`config.mk`:
```
export PLATFORM = sky130hd
export DESIGN_NAME = chunked_aligned_bump_allocator_flat
export DESIGN_NICKNAME = d
export VERILOG_FILES = /design/src/cab_pkg.sv /design/src/cab_req_if.sv /design/src/cab_rsp_if.sv /design/src/cab_lane.sv /design/src/chunked_aligned_bump_allocator.sv /design/src/flat_wrapper.sv
export SDC_FILE = /design/constraint.sdc
export NUM_CORES = 2
export LEC_CHECK = 0
export BUFFER_PORTS_ARGS = -buffer_cell sky130_fd_sc_hd__clkbuf_2
export CAP_MARGIN = 40
export CORE_MARGIN = 2
export CORE_UTILIZATION = 50
export DETAILED_ROUTE_END_ITERATION = 16
export PLACE_DENSITY_LB_ADDON = 0.25
export SLEW_MARGIN = 20
export SYNTH_ARGS = -nofsm -noshare
export SYNTH_HDL_FRONTEND = slang
export SYNTH_SLANG_ARGS = --single-unit
```
`constraint.sdc`:
```
create_clock -name i_clk -period 16.9 [get_ports i_clk]
set_clock_uncertainty 0.2 [all_clocks]
set_input_delay 1.69 -clock i_clk [delete_from_list [all_inputs] [get_ports i_clk]]
set_output_delay 1.69 -clock i_clk [all_outputs]
set_load 0.01 [all_outputs]
```
`src/cab_pkg.sv`:
```
`timescale 1ns / 1ps

package cab_pkg;

    localparam int NUM_LANES      = 5;
    localparam int ALIGN_BITS     = 21;
    localparam int LIMIT_MIN_BITS = 28;
    localparam int REG_IDX_W      = 3;

    localparam logic [ALIGN_BITS-1:0] DEFAULT_ALIGN = ALIGN_BITS'(16);
    localparam longint unsigned DEFAULT_LIMIT = 128 * 1024 * 1024;

    localparam int LANE_VERTEX     = 0;
    localparam int LANE_ATTRIBUTE  = 1;
    localparam int LANE_INDEX      = 2;
    localparam int LANE_MESH       = 3;
    localparam int LANE_MESH_INDEX = 4;

    typedef enum logic [REG_IDX_W-1:0] {
        REG_VERTEX_ALIGN           = 3'd0,
        REG_ATTRIBUTE_ALIGN        = 3'd1,
        REG_COMMON_ALIGN           = 3'd2,
        REG_VERTEX_CHUNK_LIMIT     = 3'd3,
        REG_INDEX_CHUNK_LIMIT      = 3'd4,
        REG_MESH_CHUNK_LIMIT       = 3'd5,
        REG_MESH_INDEX_CHUNK_LIMIT = 3'd6
    } t_reg_idx;

    typedef struct packed {
        logic over_fill;
        logic over_alone;
    } t_lane_flags;

endpackage

```
`src/cab_req_if.sv`:
```
`timescale 1ns / 1ps

interface cab_req_if #(
    parameter int SIZE_BITS = 32
);
    logic                 valid;
    logic                 ready;
    logic [SIZE_BITS-1:0] vertex_bytes;
    logic [SIZE_BITS-1:0] attribute_bytes;
    logic [SIZE_BITS-1:0] index_bytes;
    logic [SIZE_BITS-1:0] mesh_bytes;
    logic [SIZE_BITS-1:0] mesh_index_bytes;

    modport source (
        output valid, vertex_bytes, attribute_bytes, index_bytes, mesh_bytes,
               mesh_index_bytes,
        input  ready
    );

    modport sink (
        input  valid, vertex_bytes, attribute_bytes, index_bytes, mesh_bytes,
               mesh_index_bytes,
        output ready
    );
endinterface

```
`src/cab_rsp_if.sv`:
```
`timescale 1ns / 1ps

interface cab_rsp_if #(
    parameter int SIZE_BITS  = 32,
    parameter int CHUNK_BITS = 16
);
    logic                  valid;
    logic                  ready;
    logic [CHUNK_BITS-1:0] chunk_number;
    logic [SIZE_BITS-1:0]  vertex_offset;
    logic [SIZE_BITS-1:0]  attribute_offset;
    logic [SIZE_BITS-1:0]  index_offset;
    logic [SIZE_BITS-1:0]  mesh_offset;
    logic [SIZE_BITS-1:0]  mesh_index_offset;
    logic                  opened_chunk;
    logic                  oversize;

    modport source (
        output valid, chunk_number, vertex_offset, attribute_offset, index_offset,
               mesh_offset, mesh_index_offset, opened_chunk, oversize,
        input  ready
    );

    modport sink (
        input  valid, chunk_number, vertex_offset, attribute_offset, index_offset,
               mesh_offset, mesh_index_offset, opened_chunk, oversize,
        output ready
    );
endinterface

```
`src/cab_lane.sv`:
```
`timescale 1ns / 1ps

module cab_lane import cab_pkg::*; #(
    parameter int SIZE_BITS = 32
) (
    input  logic                  i_clk,
    input  logic                  i_rst_n,
    input  logic                  i_start,
    input  logic [SIZE_BITS-1:0]  i_size,
    input  logic [ALIGN_BITS-1:0] i_align,
    input  logic [SIZE_BITS:0]    i_fill,
    input  logic [((SIZE_BITS > LIMIT_MIN_BITS) ? SIZE_BITS : LIMIT_MIN_BITS)-1:0] i_limit,
    output logic                  o_done,
    output logic [((SIZE_BITS > ALIGN_BITS) ? SIZE_BITS : ALIGN_BITS):0] o_rounded,
    output t_lane_flags           o_flags
);

    localparam int LIM_W  = (SIZE_BITS > LIMIT_MIN_BITS) ? SIZE_BITS : LIMIT_MIN_BITS;
    localparam int RND_W  = ((SIZE_BITS > ALIGN_BITS) ? SIZE_BITS : ALIGN_BITS) + 1;
    localparam int CMP_W  = ((RND_W > LIM_W) ? RND_W : LIM_W) + 1;
    localparam int CNT_W  = $clog2(SIZE_BITS);

    typedef enum logic [2:0] {
        L_IDLE,
        L_DIV,
        L_ROUND,
        L_CHECK,
        L_DONE
    } t_lane_state;

    t_lane_state           r_state;
    logic [CNT_W-1:0]      r_cnt;
    logic [SIZE_BITS-1:0]  r_size;
    logic [SIZE_BITS-1:0]  r_shift;
    logic [ALIGN_BITS-1:0] r_rem;
    logic [RND_W-1:0]      r_rounded;
    t_lane_flags           r_flags;

    logic [ALIGN_BITS-1:0] w_align_eff;
    logic [ALIGN_BITS:0]   w_rem_sh;
    logic [ALIGN_BITS:0]   w_rem_sub;
    logic [ALIGN_BITS-1:0] w_rem_next;
    logic [ALIGN_BITS-1:0] w_pad;
    logic [CMP_W-1:0]      w_sum;
    logic [CMP_W-1:0]      w_limit_ext;
    logic [CMP_W-1:0]      w_rnd_ext;

    assign w_align_eff = (i_align == '0) ? ALIGN_BITS'(1) : i_align;
    assign w_rem_sh    = {r_rem, r_shift[SIZE_BITS-1]};
    assign w_rem_sub   = w_rem_sh - {1'b0, w_align_eff};
    assign w_rem_next  = (w_rem_sh >= {1'b0, w_align_eff}) ? w_rem_sub[ALIGN_BITS-1:0]
                                                            : w_rem_sh[ALIGN_BITS-1:0];
    assign w_pad       = (r_rem == '0) ? '0 : (w_align_eff - r_rem);
    assign w_rnd_ext   = CMP_W'(r_rounded);
    assign w_limit_ext = CMP_W'(i_limit);
    assign w_sum       = CMP_W'(i_fill) + w_rnd_ext;

    always_ff @(posedge i_clk) begin
        if (!i_rst_n) begin
            r_state <= L_IDLE;
        end else begin
            unique case (r_state)
                L_IDLE, L_DONE: begin
                    if (i_start) begin
                        r_size  <= i_size;
                        r_shift <= i_size;
                        r_rem   <= '0;
                        r_cnt   <= CNT_W'(SIZE_BITS - 1);
                        r_state <= L_DIV;
                    end
                end
                L_DIV: begin
                    r_rem   <= w_rem_next;
                    r_shift <= {r_shift[SIZE_BITS-2:0], 1'b0};
                    r_cnt   <= r_cnt - 1'b1;
                    if (r_cnt == '0) begin
                        r_state <= L_ROUND;
                    end
                end
                L_ROUND: begin
                    r_rounded <= RND_W'(r_size) + RND_W'(w_pad);
                    r_state   <= L_CHECK;
                end
                L_CHECK: begin
                    r_flags.over_fill  <= w_sum > w_limit_ext;
                    r_flags.over_alone <= w_rnd_ext > w_limit_ext;
                    r_state            <= L_DONE;
                end
                default: begin
                    r_state <= L_IDLE;
                end
            endcase
        end
    end

    assign o_done    = (r_state == L_DONE);
    assign o_rounded = r_rounded;
    assign o_flags   = r_flags;

endmodule

```
`src/chunked_aligned_bump_allocator.sv`:
```
`timescale 1ns / 1ps
// Channel   Modport          Transaction
// i_req     cab_req_if.sink  five byte sizes of one allocation request
// o_rsp     cab_rsp_if.source chunk number, five offsets, opened/oversize flags
// i_cfg_*   plain write      alignment and chunk limit registers, index 0..6
//
// From accept to result, each lane runs its one-bit-per-cycle remainder loop,
// then its rounding and limit-check states, before the result is registered.
// Requests are taken one at a time; the next is accepted as soon as the previous
// result is registered, even while that result still waits on o_rsp.ready.
// A stalled output holds finished lane results until the output register frees.
// Synchronous active-low reset restores default registers and closes the chunk.

module chunked_aligned_bump_allocator import cab_pkg::*; #(
    parameter int SIZE_BITS  = 32,
    parameter int CHUNK_BITS = 16
) (
    input  logic                 i_clk,
    input  logic                 i_rst_n,
    cab_req_if.sink              i_req,
    cab_rsp_if.source            o_rsp,
    input  logic                 i_cfg_we,
    input  logic [REG_IDX_W-1:0] i_cfg_idx,
    input  logic [((SIZE_BITS > ALIGN_BITS) ? SIZE_BITS : ALIGN_BITS)-1:0] i_cfg_data
);

    localparam int LIM_W  = (SIZE_BITS > LIMIT_MIN_BITS) ? SIZE_BITS : LIMIT_MIN_BITS;
    localparam int RND_W  = ((SIZE_BITS > ALIGN_BITS) ? SIZE_BITS : ALIGN_BITS) + 1;
    localparam int FILL_W = SIZE_BITS + 1;
    localparam logic [CHUNK_BITS-1:0] CHUNK_TOP = '1;

    typedef enum logic {
        S_IDLE,
        S_RUN
    } t_state;

    logic [ALIGN_BITS-1:0] r_vertex_align;
    logic [ALIGN_BITS-1:0] r_attribute_align;
    logic [ALIGN_BITS-1:0] r_common_align;
    logic [LIM_W-1:0]      r_vertex_limit;
    logic [LIM_W-1:0]      r_index_limit;
    logic [LIM_W-1:0]      r_mesh_limit;
    logic [LIM_W-1:0]      r_mesh_index_limit;

    t_state                r_state;
    logic                  r_chunk_open;
    logic [CHUNK_BITS-1:0] r_chunk;
    logic [FILL_W-1:0]     r_fill [NUM_LANES];
    logic                  r_out_valid;
    logic [CHUNK_BITS-1:0] r_out_chunk;
    logic [SIZE_BITS-1:0]  r_out_offset [NUM_LANES];
    logic                  r_out_opened;
    logic                  r_out_over;

    logic [SIZE_BITS-1:0]  w_size  [NUM_LANES];
    logic [ALIGN_BITS-1:0] w_align [NUM_LANES];
    logic [LIM_W-1:0]      w_limit [NUM_LANES];
    logic [RND_W-1:0]      w_rounded [NUM_LANES];
    t_lane_flags           w_flags [NUM_LANES];
    logic [NUM_LANES-1:0]  w_done;
    logic [NUM_LANES-1:0]  w_over_fill;
    logic [NUM_LANES-1:0]  w_over_alone;
    logic [FILL_W-1:0]     w_base [NUM_LANES];
    logic [RND_W-1:0]      w_sum  [NUM_LANES];
    logic [FILL_W-1:0]     n_fill [NUM_LANES];
    logic [CHUNK_BITS-1:0] n_chunk;

    logic w_start;
    logic w_out_free;
    logic w_fire;
    logic w_need_new;
    logic w_over;

    assign w_size[LANE_VERTEX]     = i_req.vertex_bytes;
    assign w_size[LANE_ATTRIBUTE]  = i_req.attribute_bytes;
    assign w_size[LANE_INDEX]      = i_req.index_bytes;
    assign w_size[LANE_MESH]       = i_req.mesh_bytes;
    assign w_size[LANE_MESH_INDEX] = i_req.mesh_index_bytes;

    assign w_align[LANE_VERTEX]     = r_vertex_align;
    assign w_align[LANE_ATTRIBUTE]  = r_attribute_align;
    assign w_align[LANE_INDEX]      = r_common_align;
    assign w_align[LANE_MESH]       = r_common_align;
    assign w_align[LANE_MESH_INDEX] = r_common_align;

    assign w_limit[LANE_VERTEX]     = r_vertex_limit;
    assign w_limit[LANE_ATTRIBUTE]  = r_vertex_limit;
    assign w_limit[LANE_INDEX]      = r_index_limit;
    assign w_limit[LANE_MESH]       = r_mesh_limit;
    assign w_limit[LANE_MESH_INDEX] = r_mesh_index_limit;

    assign i_req.ready = (r_state == S_IDLE);
    assign w_start     = i_req.valid && i_req.ready;
    assign w_out_free  = !r_out_valid || o_rsp.ready;
    assign w_fire      = (r_state == S_RUN) && (&w_done) && w_out_free;

    for (genvar g = 0; g < NUM_LANES; g++) begin : g_lane
        cab_lane #(
            .SIZE_BITS (SIZE_BITS)
        ) u_lane (
            .i_clk     (i_clk),
            .i_rst_n   (i_rst_n),
            .i_start   (w_start),
            .i_size    (w_size[g]),
            .i_align   (w_align[g]),
            .i_fill    (r_fill[g]),
            .i_limit   (w_limit[g]),
            .o_done    (w_done[g]),
            .o_rounded (w_rounded[g]),
            .o_flags   (w_flags[g])
        );

        assign w_over_fill[g]  = w_flags[g].over_fill;
        assign w_over_alone[g] = w_flags[g].over_alone;
        assign w_base[g]       = w_need_new ? '0 : r_fill[g];
        assign w_sum[g]        = RND_W'(w_base[g]) + w_rounded[g];
        assign n_fill[g]       = w_sum[g][FILL_W-1:0];
    end

    assign w_need_new = !r_chunk_open || (|w_over_fill);
    assign w_over     = |w_over_alone;

    always_comb begin
        n_chunk = r_chunk;
        if (w_need_new) begin
            if (!r_chunk_open) begin
                n_chunk = '0;
            end else if (r_chunk != CHUNK_TOP) begin
                n_chunk = r_chunk + 1'b1;
            end
        end
    end

    always_ff @(posedge i_clk) begin
        if (!i_rst_n) begin
            r_vertex_align     <= DEFAULT_ALIGN;
            r_attribute_align  <= DEFAULT_ALIGN;
            r_common_align     <= DEFAULT_ALIGN;
            r_vertex_limit     <= LIM_W'(DEFAULT_LIMIT);
            r_index_limit      <= LIM_W'(DEFAULT_LIMIT);
            r_mesh_limit       <= LIM_W'(DEFAULT_LIMIT);
            r_mesh_index_limit <= LIM_W'(DEFAULT_LIMIT);
        end else if (i_cfg_we) begin
            unique case (t_reg_idx'(i_cfg_idx))
                REG_VERTEX_ALIGN:           r_vertex_align     <= i_cfg_data[ALIGN_BITS-1:0];
                REG_ATTRIBUTE_ALIGN:        r_attribute_align  <= i_cfg_data[ALIGN_BITS-1:0];
                REG_COMMON_ALIGN:           r_common_align     <= i_cfg_data[ALIGN_BITS-1:0];
                REG_VERTEX_CHUNK_LIMIT:     r_vertex_limit     <= LIM_W'(i_cfg_data[SIZE_BITS-1:0]);
                REG_INDEX_CHUNK_LIMIT:      r_index_limit      <= LIM_W'(i_cfg_data[SIZE_BITS-1:0]);
                REG_MESH_CHUNK_LIMIT:       r_mesh_limit       <= LIM_W'(i_cfg_data[SIZE_BITS-1:0]);
                REG_MESH_INDEX_CHUNK_LIMIT: r_mesh_index_limit <= LIM_W'(i_cfg_data[SIZE_BITS-1:0]);
                default: begin
                end
            endcase
        end
    end

    always_ff @(posedge i_clk) begin
        if (!i_rst_n) begin
            r_state      <= S_IDLE;
            r_out_valid  <= 1'b0;
            r_chunk_open <= 1'b0;
            r_chunk      <= '0;
            for (int i = 0; i < NUM_LANES; i++) begin
                r_fill[i] <= '0;
            end
        end else begin
            if (w_fire) begin
                r_out_valid <= 1'b1;
            end else if (o_rsp.ready) begin
                r_out_valid <= 1'b0;
            end
            unique case (r_state)
                S_IDLE: begin
                    if (w_start) begin
                        r_state <= S_RUN;
                    end
                end
                S_RUN: begin
                    if (w_fire) begin
                        r_state      <= S_IDLE;
                        r_out_chunk  <= n_chunk;
                        r_out_opened <= w_need_new;
                        r_out_over   <= w_over;
                        r_chunk_open <= 1'b1;
                        r_chunk      <= n_chunk;
                        for (int i = 0; i < NUM_LANES; i++) begin
                            r_out_offset[i] <= w_base[i][SIZE_BITS-1:0];
                            r_fill[i]       <= n_fill[i];
                        end
                    end
                end
                default: begin
                    r_state <= S_IDLE;
                end
            endcase
        end
    end

    assign o_rsp.valid             = r_out_valid;
    assign o_rsp.chunk_number      = r_out_chunk;
    assign o_rsp.vertex_offset     = r_out_offset[LANE_VERTEX];
    assign o_rsp.attribute_offset  = r_out_offset[LANE_ATTRIBUTE];
    assign o_rsp.index_offset      = r_out_offset[LANE_INDEX];
    assign o_rsp.mesh_offset       = r_out_offset[LANE_MESH];
    assign o_rsp.mesh_index_offset = r_out_offset[LANE_MESH_INDEX];
    assign o_rsp.opened_chunk      = r_out_opened;
    assign o_rsp.oversize          = r_out_over;

    a_lanes_in_step: assert property (@(posedge i_clk) disable iff (!i_rst_n)
        (r_state == S_RUN && w_done[LANE_VERTEX]) |-> (&w_done))
        else $error("lanes finished out of step");

    a_new_chunk_zero: assert property (@(posedge i_clk) disable iff (!i_rst_n)
        (w_fire && w_need_new) |=> (o_rsp.vertex_offset == '0 &&
            o_rsp.index_offset == '0 && o_rsp.mesh_index_offset == '0 && o_rsp.opened_chunk))
        else $error("new chunk reported nonzero offsets");

    a_chunk_monotonic: assert property (@(posedge i_clk) disable iff (!i_rst_n)
        (r_chunk_open && $past(r_chunk_open)) |-> (r_chunk >= $past(r_chunk)))
        else $error("chunk number went backwards");

    a_no_overwrite: assert property (@(posedge i_clk) disable iff (!i_rst_n)
        (r_out_valid && !o_rsp.ready) |=> (r_out_valid && $stable(r_chunk)))
        else $error("pending result overwritten");

endmodule

```
`src/flat_wrapper.sv`:
```
// flat-port wrapper written by rule: the top's interface ports become plain ports
module chunked_aligned_bump_allocator_flat import cab_pkg::*;
#(
    parameter int SIZE_BITS  = 32,
    parameter int CHUNK_BITS = 16
)
  (i_clk, i_rst_n, i_cfg_we, i_cfg_idx, i_cfg_data, i_req_valid, i_req_vertex_bytes, i_req_attribute_bytes, i_req_index_bytes, i_req_mesh_bytes, i_req_mesh_index_bytes, i_req_ready, o_rsp_valid, o_rsp_chunk_number, o_rsp_vertex_offset, o_rsp_attribute_offset, o_rsp_index_offset, o_rsp_mesh_offset, o_rsp_mesh_index_offset, o_rsp_opened_chunk, o_rsp_oversize, o_rsp_ready);
  cab_req_if #(.SIZE_BITS(SIZE_BITS)) i_req_i ();
  cab_rsp_if #(.SIZE_BITS(SIZE_BITS), .CHUNK_BITS(CHUNK_BITS)) o_rsp_i ();
  input  logic i_clk;
  input  logic i_rst_n;
  input  logic i_cfg_we;
  input  logic [REG_IDX_W-1:0] i_cfg_idx;
  input  logic [((SIZE_BITS > ALIGN_BITS) ? SIZE_BITS : ALIGN_BITS)-1:0] i_cfg_data;
  input wire logic [$bits(i_req_i.valid)-1:0] i_req_valid;
  input wire logic [$bits(i_req_i.vertex_bytes)-1:0] i_req_vertex_bytes;
  input wire logic [$bits(i_req_i.attribute_bytes)-1:0] i_req_attribute_bytes;
  input wire logic [$bits(i_req_i.index_bytes)-1:0] i_req_index_bytes;
  input wire logic [$bits(i_req_i.mesh_bytes)-1:0] i_req_mesh_bytes;
  input wire logic [$bits(i_req_i.mesh_index_bytes)-1:0] i_req_mesh_index_bytes;
  output wire logic [$bits(i_req_i.ready)-1:0] i_req_ready;
  output wire logic [$bits(o_rsp_i.valid)-1:0] o_rsp_valid;
  output wire logic [$bits(o_rsp_i.chunk_number)-1:0] o_rsp_chunk_number;
  output wire logic [$bits(o_rsp_i.vertex_offset)-1:0] o_rsp_vertex_offset;
  output wire logic [$bits(o_rsp_i.attribute_offset)-1:0] o_rsp_attribute_offset;
  output wire logic [$bits(o_rsp_i.index_offset)-1:0] o_rsp_index_offset;
  output wire logic [$bits(o_rsp_i.mesh_offset)-1:0] o_rsp_mesh_offset;
  output wire logic [$bits(o_rsp_i.mesh_index_offset)-1:0] o_rsp_mesh_index_offset;
  output wire logic [$bits(o_rsp_i.opened_chunk)-1:0] o_rsp_opened_chunk;
  output wire logic [$bits(o_rsp_i.oversize)-1:0] o_rsp_oversize;
  input wire logic [$bits(o_rsp_i.ready)-1:0] o_rsp_ready;
  assign i_req_i.valid = i_req_valid;
  assign i_req_i.vertex_bytes = i_req_vertex_bytes;
  assign i_req_i.attribute_bytes = i_req_attribute_bytes;
  assign i_req_i.index_bytes = i_req_index_bytes;
  assign i_req_i.mesh_bytes = i_req_mesh_bytes;
  assign i_req_i.mesh_index_bytes = i_req_mesh_index_bytes;
  assign i_req_ready = i_req_i.ready;
  assign o_rsp_valid = o_rsp_i.valid;
  assign o_rsp_chunk_number = o_rsp_i.chunk_number;
  assign o_rsp_vertex_offset = o_rsp_i.vertex_offset;
  assign o_rsp_attribute_offset = o_rsp_i.attribute_offset;
  assign o_rsp_index_offset = o_rsp_i.index_offset;
  assign o_rsp_mesh_offset = o_rsp_i.mesh_offset;
  assign o_rsp_mesh_index_offset = o_rsp_i.mesh_index_offset;
  assign o_rsp_opened_chunk = o_rsp_i.opened_chunk;
  assign o_rsp_oversize = o_rsp_i.oversize;
  assign o_rsp_i.ready = o_rsp_ready;
  chunked_aligned_bump_allocator #(.SIZE_BITS(SIZE_BITS), .CHUNK_BITS(CHUNK_BITS)) u_core (.i_clk(i_clk), .i_rst_n(i_rst_n), .i_req(i_req_i), .o_rsp(o_rsp_i), .i_cfg_we(i_cfg_we), .i_cfg_idx(i_cfg_idx), .i_cfg_data(i_cfg_data));
endmodule
```
==> results_dict.tcl <==
set metrics [dict create \
    outcome "finished, final reports clean" \
    rsz0062_at_grt "false" \
    fmax_mhz 160 \
    h-tree-depth 4 \
    synth_cells 8782 \
    crit_path_max_fanout 6 \
    drc 0 \
    antenna_found_initial 14 \
    grt_max_degree 110 \
    grt_pass1_wl_um 382000 \
    clk_pin_slew_ns 0.06 \
    port_buffers 379 \
    syn_nets 9970 \
    cp-start-kind "flip-flop" \
    tns_ns 0 \
    slew_headroom 0.433 \
    nets 10300 \
    end_kind "flip-flop" \
    holdBufCountCts 0 \
    seq_area_um2 33600 \
    drive_gt1_frac 0.0843 \
    power.share.clock 0.394 \
    synthDistinctLibCells 98 \
    placed_cells 11100 \
    fp.dieH_um 412 \
    die_area_um2 170000 \
    synth-seq-cells 1193 \
    cp_data_arrival_time_ns 6.61 \
    synth_seq_area_share 0.404 \
    slowest_stage "a21boi_0" \
    grt_usage 0.295 \
    final_antenna_net_count 0 \
    chipWidth_um 412 \
    setup_violations 0 \
    postSynthAreaPerCell_um2 9.47 \
    num_vias 67400 \
    p_leak_nw 38.6 \
    dp_hpwl_um 198000 \
    total_power_mw 7.94 \
    hold_slack_ns 0.262 \
    max_stage_delay_ns 0.45 \
    grt_pass1_vias 64100 \
    via_per_inst 5.90 \
    cts_buffer_depth 3 \
    instances_no_fill 11400 \
    post_cts_resized 0 \
    required_ns 17.25 \
    swShare 0.280 \
    drt_iter0_markers 5604 \
    p_int_mw 5.71 \
    areaGrowthSynthToFinish_pct 11.0 \
    netlist_area_um2 83100 \
    power_switching_mw 2.22 \
    comb_power_share 0.177 \
    synthArstFlopShare 0 \
    ys.flop_type "edfxtp_1" \
    cts_root_buf "clkbuf_16" \
    pwr-share-seq 0.429 \
    hold_viol_final 0 \
    hp-class "reg -> reg" \
    maxCapViolCount 0 \
    power_density_nw_per_um2 86.1 \
    rows 149 \
    gp_congestion 1.03 \
    postCtsSetupRepairBufs 0 \
    multi_input_area_um2 46800 \
    finish.instance_area_um2 92300 \
    insertion_delay_ns 0.81 \
    core-area_um2 165000 \
    worst_pin_slew_ns 0.848 \
    dpl_cell_area_um2 87400 \
    rrSetupSlack_ns 10.64 \
    cts_sinks 1193 \
    peakVddDrop_v 0.000109 \
    finalCriticalPeriod_ns 6.26 \
    dr.pass1.iters 5 \
    critPathKind "reg -> reg" \
    tritoncts "yes" \
    synth-edff-count 968 \
    wl_per_cell_um 22.4 \
    wirelength_um 256000 \
    post-route-period-util 0.371 \
    cts_made_buffers 141 \
    drv_slew 0 \
    initial_utilization 0.504 \
    overflow 0 \
    io_pins 380 \
    synth_warnings 0 \
    nFillCells 14600 \
]
==> final timing paths <==
path / to / start / cells past startpoint
hold / removal: u_core.r_vertex_limit[29] / u_core.r_vertex_limit[29] / 2
setup reg to reg: u_core.g_lane[4].u_lane.o_rounded[29] / u_core.r_common_align[11] / 26
setup / recovery: u_core.g_lane[4].u_lane.o_rounded[29] / u_core.r_common_align[11] / 26
hold reg to reg: u_core.r_vertex_limit[29] / u_core.r_vertex_limit[29] / 2
==> synth_stat cells, drive strengths merged, types with 160 or more instances <==
cell | count | share of area
edfxtp | 968 | 0.35
a21boi | 217 | 0.020
nor2 | 660 | 0.030
xnor2 | 364 | 0.038
clkbuf | 254 | 0.011
ha | 963 | 0.14
nor3 | 165 | 0.010
xor2 | 226 | 0.024
a21o | 352 | 0.032
o21ai | 331 | 0.020
dfxtp | 225 | 0.054
nand2 | 1214 | 0.055
a21oi | 580 | 0.035
inv | 494 | 0.022
and2 | 200 | 0.015
nor2b | 160 | 0.012
==> critical path: cells and delay by family, from the launching register on <==
family / cells / cell delay, ns
xor gates and xnor gates: 2 / 0.28
AOI/OAI and AO/OA: 12 / 2.85
buffers and inverters: 1 / 0.11
and+or+nand+nor: 8 / 1.23
adders and majority gates: 3 / 0.99
DFF: 1 / 0.36
==> flip-flops by register name (all words and copies together), names as in the netlist, 16 cells and up <==
signal                          count
u_core.r_vertex_limit              32
u_core.g_lane.u_lane.r_cnt         25
u_core.r_mesh_index_limit          32
u_core.r_chunk                     16
u_core.o_rsp.chunk_number          16
u_core.r_attribute_align           21
u_core.r_out_offset               160
u_core.r_mesh_limit                32
u_core.r_index_limit               32
u_core.g_lane.u_lane.r_size       160
u_core.g_lane.u_lane.r_shift      160
u_core.r_common_align              21
u_core.g_lane.u_lane.r_rem        105
u_core.r_fill                     165
u_core.r_vertex_align              21
u_core.g_lane.u_lane.o_rounded    165
==> power groups by stage <==
stage / Combinational (mW) / Sequential (mW) / Clock [mW]
floorplan: 1.01 / 3.44 / 0
global placement: 1.35 / 3.46 / 0
detailed placement: 1.38 / 3.47 / 0
CTS: 1.39 / 3.40 / 3.18
global route: 1.56 / 3.41 / 3.28
finish: 1.41 / 3.41 / 3.13
==> logic make-up after synthesis <==
logic type	Yosys count	share of synthesized area
simple gates	3087	0.174
compound gates	2081	0.165
flops	1193	0.404
fa+ha+maj	988	0.151
buf+inv	765	0.0352
xor+xnor	590	0.0622
mux	78	0.00951
==> placed cells by master, fill, tap and decap left out, types with 153 or more instances in the layout <==
cell type	instances
nor2b_1	153
a21boi_0	214
a21o_1	347
nor3_1	156
o21ai_0	322
edfxtp_1	968
xor2_1	226
ha_1	963
nor2_1	654
clkbuf_2	379
and2_1	200
a21oi_1	577
nand2_1	1212
inv_1	493
dfxtp_1	225
xnor2_1	364
==> through the flow <==
stage	setup WS [ns]	util
CTS	10.77	0.559
global placement	10.85	0.529
global route	10.0	0.559
finish	10.64	0.559
detailed placement	10.79	0.530
floorplan	10.13	-
==> per-layer routing <==
metal | track usage | vias to the layer above | routed length, µm
li1 | - | 32300 | -
met1 | 0.394 | 32100 | 110000
met2 | 0.463 | 2459 | 114000
met3 | 0.0451 | 490 | 17800
met4 | 0.152 | 4 | 14000
met5 | 0 | - | 21
==> cell type report <==
cell class	instances	area share
multi-input combinational	6824	0.507
sequential	1193	0.364
clock buffer	190	0.0429
tap	2189	0.0297
timing repair buffer	447	0.0277
inverter	494	0.0202
clock inverter	70	0.00818
antenna	5	0.000136
(Power assumes the default switching activity.)
